<file path="src/hdl/dbs_pkg.sv">
// ----------------------------------------------------------------------------
// dbs_pkg
// Shared types and constants for the brush dab spacer: field widths, action
// and register codes, and the segment job passed from front to back.
// ----------------------------------------------------------------------------
package dbs_pkg;

  localparam int CoordW    = 24;
  localparam int FracBits  = 8;
  localparam int MaxDabs   = 64;
  localparam int CountW    = 7;
  localparam int IdxW      = 6;
  localparam int SpacingW  = 20;
  localparam int CarryW    = 32;
  localparam int DeltaW    = 25;
  localparam int MagW      = 24;
  localparam int LenW      = 25;
  localparam int Len2W     = 26;
  localparam int RadW      = 50;
  localparam int DivW      = 51;
  localparam int QuoW      = 25;
  localparam int KW        = 17;

  localparam logic [1:0] ACT_BEGIN = 2'd0;
  localparam logic [1:0] ACT_POINT = 2'd1;
  localparam logic [1:0] ACT_END   = 2'd2;

  localparam logic REG_SPACING = 1'b0;
  localparam logic REG_SMUDGE  = 1'b1;

  localparam logic [SpacingW-1:0] MinSpacing = SpacingW'(1 << FracBits);

  typedef enum logic [3:0] {
    S_IDLE, S_DECODE, S_SQX, S_SQY, S_SUM, S_SQRT, S_CLASS,
    S_PREP, S_DIV, S_STORE, S_FIN, S_PUSH
  } front_state_t;

  typedef enum logic {JOB_TRAIL, JOB_SEG} job_kind_t;

  // One segment (or a trail reset) as the back end needs it.
  typedef struct packed {
    job_kind_t               kind;
    logic [CountW-1:0]       count;
    logic signed [CoordW-1:0] base_x;
    logic signed [CoordW-1:0] base_y;
    logic                    neg_x;
    logic                    neg_y;
    logic [QuoW-1:0]         qx;
    logic [Len2W-1:0]        rx;
    logic [QuoW-1:0]         step_qx;
    logic [Len2W-1:0]        step_rx;
    logic [QuoW-1:0]         qy;
    logic [Len2W-1:0]        ry;
    logic [QuoW-1:0]         step_qy;
    logic [Len2W-1:0]        step_ry;
    logic [Len2W-1:0]        len2;
    logic [QuoW-1:0]         step_k;
    logic [LenW-1:0]         rem_k;
    logic [LenW-1:0]         dabbable;
  } job_t;

endpackage

</file>
<file path="src/hdl/dbs_queue.sv">
// ----------------------------------------------------------------------------
// dbs_queue
// Two-entry job queue between the front and the back end.
// ----------------------------------------------------------------------------
module dbs_queue (
  input  logic          clk,
  input  logic          rst,
  input  dbs_pkg::job_t push_job,
  input  logic          push_valid,
  output logic          push_ready,
  output dbs_pkg::job_t pop_job,
  output logic          pop_valid,
  input  logic          pop_ready
);
  import dbs_pkg::*;

  job_t       slots [2];
  logic       wr_ptr, rd_ptr;
  logic [1:0] fill;
  logic       push, pop;

  // Handshakes.
  always_comb begin
    push_ready = (fill != 2'd2);
    pop_valid  = (fill != 2'd0);
    pop_job    = slots[rd_ptr];
    push       = push_valid && push_ready;
    pop        = pop_valid && pop_ready;
  end

  // Pointers and fill level.
  always_ff @(posedge clk) begin
    if (rst) begin
      wr_ptr <= 1'b0;
      rd_ptr <= 1'b0;
      fill   <= '0;
    end else begin
      if (push) wr_ptr <= ~wr_ptr;
      if (pop)  rd_ptr <= ~rd_ptr;
      fill <= fill + {1'b0, push} - {1'b0, pop};
    end
  end

  // Storage.
  always_ff @(posedge clk) begin
    if (push) slots[wr_ptr] <= push_job;
  end

endmodule

</file>
<file path="config.mk">
export PLATFORM = sky130hd
export DESIGN_NAME = dbs_queue
export DESIGN_NICKNAME = d
export VERILOG_FILES = /design/src/hdl/dbs_pkg.sv /design/src/hdl/dbs_queue.sv
export SDC_FILE = /design/constraint.sdc
export NUM_CORES = 1
export LEC_CHECK = 0
export BUFFER_PORTS_ARGS = -buffer_cell sky130_fd_sc_hd__buf_4
export CORE_AREA = 3 3 281 283
export DETAILED_ROUTE_END_ITERATION = 16
export DIE_AREA = 0 0 284 286
export PLACE_DENSITY = 0.57
export SYNTH_ARGS = -nofsm -noshare
export SYNTH_HDL_FRONTEND = slang
export SYNTH_SLANG_ARGS = --single-unit
export TNS_END_PERCENT = 5
</file>
<file path="constraint.sdc">
create_clock -name clk -period 59.4 [get_ports clk]
set_clock_uncertainty 0.15 [all_clocks]
set_input_delay 8.91 -clock clk [delete_from_list [all_inputs] [get_ports clk]]
set_output_delay 8.91 -clock clk [all_outputs]
set_load 0.01 [all_outputs]
</file>
==> flow_metrics.tcl, run 1 <==
set metrics [dict create \
    layout.nets 2307 \
    outcome "completed" \
    met1_usage 0.161 \
    rsz0062_at_grt "false" \
    start_util 0.346 \
    setup_tns_ps 0 \
    core.rowCount 102 \
    max_freq_mhz 73.2 \
    cts_tree "built" \
    use_met2 0.276 \
    netlist.area_leader.share 0.819 \
    yosys_warnings 0 \
    start_kind "flip-flop" \
    cp-end-kind "primary output" \
    clk_latency_ps 600 \
    post-cts-setup-buffers 0 \
    slew_violations 0 \
    powerDensity_nw_per_um2 42.6 \
    leakagePower_nw 13.3 \
    maxCapViolations 0 \
    hold_path.class "flip-flop to flip-flop" \
    busiest_layer "met2" \
    crit_path_max_incr_delay_ps 880 \
    cts_root_buffer "clkbuf_16" \
    antenna_found_initial 6 \
    path_cells "buf_4 > buf_4 > buf_4 > mux2_2 > buf_4" \
    finalSetupViolCount 0 \
    yosysSeqAreaShare 0.822 \
    fin_crit_sh 0.230 \
    route.detailed.drc 0 \
    wl_mm 65.6 \
    cp_max_fo 74 \
    detail-route-antenna-nets 0 \
    fin_hold_ws_ps 363 \
    place.gp.congestion 0.851 \
    met3_usage 0.0638 \
    period_needed_ps 13650 \
    syn2layout_area_growth_pct 34.6 \
    critPathKind "flip-flop to primary output" \
    fillers 6630 \
    grt_max_degree 173 \
    r2r_setup_slack_ps 54900 \
    ys_types 17 \
    crit_path_end "pop_job[182]" \
    die_area_um2 81200 \
    first_pass_iters 4 \
    viasPerCell 4.49 \
    r2r-end "slots[1][315]$_DFFE_PP_" \
    synth.avg_cell_area_um2 23.1 \
    die_h_um 286 \
    numPortBuffers 731 \
    synthesis.area_um2 26600 \
    pin_count 732 \
    clk_pin_slew_ps 60 \
    die_w_um 284 \
    worstMarginPinSlew_ps 1110 \
    worstRegToRegCells 5 \
    avgRoutedWirePerCell_um 21.6 \
    gr-usage-all-layers 0.154 \
    netlist_instances 1153 \
    crit_arrival_ps 4590 \
    synth-seq-cells 731 \
    clk_path_buf_depth 3 \
    grt_pass1_vias 14800 \
    slew_headroom 0.257 \
    h-tree-depth 3 \
    vias 13700 \
    grt_pass1_wl_mm 93.3 \
    r2r_start "fill[0]$_SDFF_PP0_" \
    finalHoldViolations 0 \
    yosys-top-cells-area "edfxtp_1 (82%), mux2_2 (12%), mux2_4 (3.9%)" \
    required_ps 50340 \
    critPathSlowestCell "dfxtp_4" \
    hold_buffers 0 \
    yosys.area.top_type "edfxtp_1" \
    max-vdd-ir-drop_mv 0.0436 \
    drive_above_1_share 0.612 \
    place_hpwl_mm 46.3 \
    core_area_um2 77000 \
    overflow 0 \
    cts_sinks 731 \
    cpMostUsedCell "buf_4" \
    syn-num-nets 1522 \
    drtIter0Drc 666 \
    cts_buffers 79 \
    ctsResizeCount 0 \
]
[cells in the mapped netlist]
| cell | count |
|---|---|
| inv_1 | 1 |
| and3_1 | 1 |
| o21a_1 | 1 |
| nor2b_1 | 2 |
| dfxtp_1 | 5 |
| nand2b_1 | 1 |
| edfxtp_1 | 726 |
| xnor2_1 | 2 |
| xor2_1 | 1 |
| mux2_2 | 294 |
| or2_2 | 1 |
| buf_2 | 32 |
| mux2_4 | 70 |
| ha_1 | 2 |
| nor2_1 | 5 |
| nand2_1 | 1 |
| buf_6 | 8 |
[through the flow]
stage               total power [W]  std cells  worst slack (ps)  cell area (µm²)  utilization
floorplan                  0.000918       1153             34140            26600            -
global placement            0.00107       2897             46350            33300        0.433
detailed placement          0.00107       2897             46250            33300        0.433
CTS                         0.00155       3036             45570            35800        0.466
global route                0.00159       3036             45390            35800        0.466
finish                      0.00153       3040             45750            35800        0.466
[registers in the layout (all words and copies together), names as in the netlist, named ones only]
| register | count |
|---|---|
| rd_ptr | 1 |
| slots | 726 |
| fill | 2 |
| wr_ptr | 1 |
[worst min path at each step]
| stage | slack [ps] | cells after the start | to | from |
|---|---|---|---|---|
| 6_report | 360 | 2 | flip-flop | rd_ptr$_SDFFE_PP0P_ |
| 5_1_grt | 400 | 2 | flip-flop | rd_ptr$_SDFFE_PP0P_ |
| 4_1_cts | 370 | 2 | flip-flop | rd_ptr$_SDFFE_PP0P_ |
| 3_5_place_dp | 350 | 2 | rd_ptr$_SDFFE_PP0P_ | rd_ptr$_SDFFE_PP0P_ |
| 3_3_place_gp | 340 | 2 | rd_ptr$_SDFFE_PP0P_ | rd_ptr$_SDFFE_PP0P_ |
| 2_1_floorplan | 330 | 2 | flip-flop | rd_ptr$_SDFFE_PP0P_ |
[layout by cell type (no fill, tap or decap)]
cell type,Yosys,final
edfxtp_1,726,726
nor2_1,5,4
clkbuf_1,0,14
o21a_1,1,1
nand2b_1,1,1
inv_6,0,5
or2_2,1,1
xnor2_1,2,2
bufinv_16,0,8
clkbuf_16,0,80
clkbuf_8,0,2
mux2_2,294,294
and3_4,0,1
nor2b_1,2,2
buf_4,0,742
clkinv_4,0,2
nor2_4,0,1
ha_1,2,2
inv_1,1,1
clkinv_2,0,8
dfxtp_4,0,1
clkinv_1,0,16
clkinv_8,0,1
diode_2,0,4
dfxtp_1,5,4
mux2_4,70,70
nand2_1,1,1
xor2_1,1,1
clkinvlp_4,0,3
buf_12,0,2
[metal layers]
| metal | vias up | part of all wire |
|---|---|---|
| li1 | 6194 | - |
| met1 | 6784 | 0.35 |
| met2 | 536 | 0.52 |
| met3 | 129 | 0.096 |
| met4 | 8 | 0.035 |
| met5 | - | 0.00081 |
[worst max-delay path: cells and delay by family, from the launching register on]
family	cells	cell delay, ps
flops	1	880
buf+inv	4	2530
mux	1	420
[where the power goes]
group / internal (W) / leakage (nW) / switching, W
registers: 0.000649 / 6.83 / 0.0000202
logic: 0.000196 / 5.22 / 0.000188
clock network: 0.000284 / 1.22 / 0.000191
[cells by family after synthesis]
group | share of synthesized area
compound gates | 0.000282
xor+xnor | 0.000987
fa+ha+maj | 0.000940
buf+inv | 0.00954
flops | 0.822
mux | 0.164
simple gates | 0.00202
[area by class of cell]
class | instances | area [µm²] | share of cell area
inverters | 1 | 3.75 | 0.000105
well taps | 1040 | 1300 | 0.0363
clock inverters | 43 | 440 | 0.0123
multi-input cells | 381 | 4490 | 0.125
flip-flops and latches | 731 | 21900 | 0.611
repair buffers | 744 | 5610 | 0.157
clock buffers | 96 | 2080 | 0.0581
diodes | 4 | 10.0 | 0.000279
Power figures use the tool's default switching activity.
==> inputs of run 2 (changes only) <==
CORE_AREA = 3 3 280 282   (was 3 3 281 283)
DIE_AREA = 0 0 283 285   (was 0 0 284 286)
PLACE_DENSITY = 0.59   (was 0.57)
clock period = 12 ns   (was 59.4 ns; I/O delays follow)
==> run 2 against run 1 <==
Compared with the run above:
- via count about the same
- critical path depth decreased by 1
- hold slack improved by 2.5 ps
- combinational power increased to 4.9 times the previous value
- largest power group unchanged
- sequential power increased to 5.0 times the previous value
==> flow_metrics.tcl, run 2 (synthesis results as in run 1) <==
set metrics [dict create \
    leakagePower_nw 13.3 \
    min_from "rd_ptr$_SDFFE_PP0P_" \
    regMostFlops "slots" \
    regArea_um2 21900 \
    mostFrequentLayoutCells "buf_4 (734), edfxtp_1 (726), mux2_2 (294)" \
    required_ps 10050 \
    place_hpwl_mm 46.3 \
    rsz0062_at_grt "false" \
    worstMarginPinSlew_ps 1240 \
    setup_tns_ps 0 \
    antenna_found_initial 9 \
    cp-end-kind "primary output" \
    grt_pass1_vias 14700 \
    max-vdd-ir-drop_mv 0.141 \
    avgRoutedWirePerCell_um 22.0 \
    syn2layout_area_growth_pct 35.1 \
    fin_hold_ws_ps 366 \
    hold_path.class "flip-flop to flip-flop" \
    maxCapViolations 0 \
    drive_above_1_share 0.610 \
    vias 13700 \
    crit_arrival_ps 3890 \
    core.rowCount 101 \
    slew_headroom 0.171 \
    fillers 6422 \
    detail-route-antenna-nets 0 \
    critPathKind "flip-flop to primary output" \
    critPathSlowestCell "dfxtp_4" \
    path_cells "buf_4 > buf_4 > mux2_2 > buf_4" \
    finalHoldViolations 0 \
    die_w_um 283 \
    viasPerCell 4.50 \
    cp_max_fo 76 \
    numPortBuffers 731 \
    grt_pass1_wl_mm 95.6 \
    h-tree-depth 3 \
    wl_mm 66.8 \
    die_h_um 285 \
    r2r_start "fill[0]$_SDFF_PP0_" \
    period_needed_ps 5840 \
    grt_max_degree 169 \
    cpMostUsedCell "buf_4" \
    clk_latency_ps 620 \
    clk_pin_slew_ps 60 \
    crit_path_max_incr_delay_ps 1070 \
    fin_crit_sh 0.487 \
    core_area_um2 75900 \
    ctsResizeCount 0 \
    route.detailed.drc 0 \
    powerDensity_nw_per_um2 213 \
    clk_path_buf_depth 3 \
    cts_root_buffer "clkbuf_16" \
    pin_count 732 \
    cts_sinks 731 \
    cts_buffers 79 \
    cts_tree "built" \
    overflow 0 \
    max_freq_mhz 171 \
    multi_input_area_um2 4490 \
    first_pass_iters 6 \
    finalSetupViolCount 0 \
    gr-usage-all-layers 0.159 \
    start_kind "flip-flop" \
    largest_reg_flops 726 \
    drtIter0Drc 677 \
    start_util 0.351 \
    slew_violations 0 \
    hold_buffers 0 \
    layout.nets 2302 \
    cp_num_buf_inv 3 \
    die_area_um2 80700 \
    outcome "completed" \
    top_regs "slots: 726 flops, fill: 2 flops" \
    post-cts-setup-buffers 0 \
    place.gp.congestion 0.816 \
    final_common_cell "buf_4" \
    path_delay_family "buffers and inverters" \
]
==> run 2: routing by layer <==
metal  part of all wire  global-route usage  vias up
met5            0.00033                   0        -
met4              0.040              0.0669        4
met3               0.10              0.0737      160
met2               0.51               0.277      566
met1               0.35               0.164     6733
li1                   -                   -     6189
==> run 2: worst paths after layout <==
path | end | cells after the start | slack (ps)
max | pop_job[102] | 4 | 6160
max reg2reg | slots[0][95]$_DFFE_PP_ | 4 | 8970
min | flip-flop | 2 | 370
min reg2reg | flip-flop | 2 | 370
==> run 2: cell type report <==
type,count,area share
inverters,1,0.000104
clock inverters,55,0.0179
clock buffers,90,0.0561
well taps,1030,0.0358
multi-input cells,381,0.125
repair buffers,739,0.156
flip-flops and latches,731,0.609
diodes,7,0.000487
==> run 2: worst register-to-register path, delay by kind of cell (launching register included) <==
family,cells,cell delay [ps]
buffers and inverters,1,570
flip-flops,1,370
AND/OR/NAND/NOR,3,1110
==> run 2: power breakdown <==
part	switching, W	leakage [nW]	internal [W]	total [W]
Sequential	0.000111	6.83	0.00322	0.00333
Combinational	0.000918	5.21	0.000970	0.00189
Clock	0.000993	1.29	0.00146	0.00245
==> run 2: through the flow <==
stage	area [µm²]	cells	total power (W)	setup WS, ps	util
after global routing	36000	3032	0.00799	5900	0.474
final	36000	3034	0.00767	6160	0.474
after global placement	33300	2882	0.00527	6790	0.438
after CTS	36000	3027	0.00778	6050	0.473
after floorplan	26600	1153	0.00448	8.41	-
after detailed placement	33300	2882	0.00530	6750	0.438
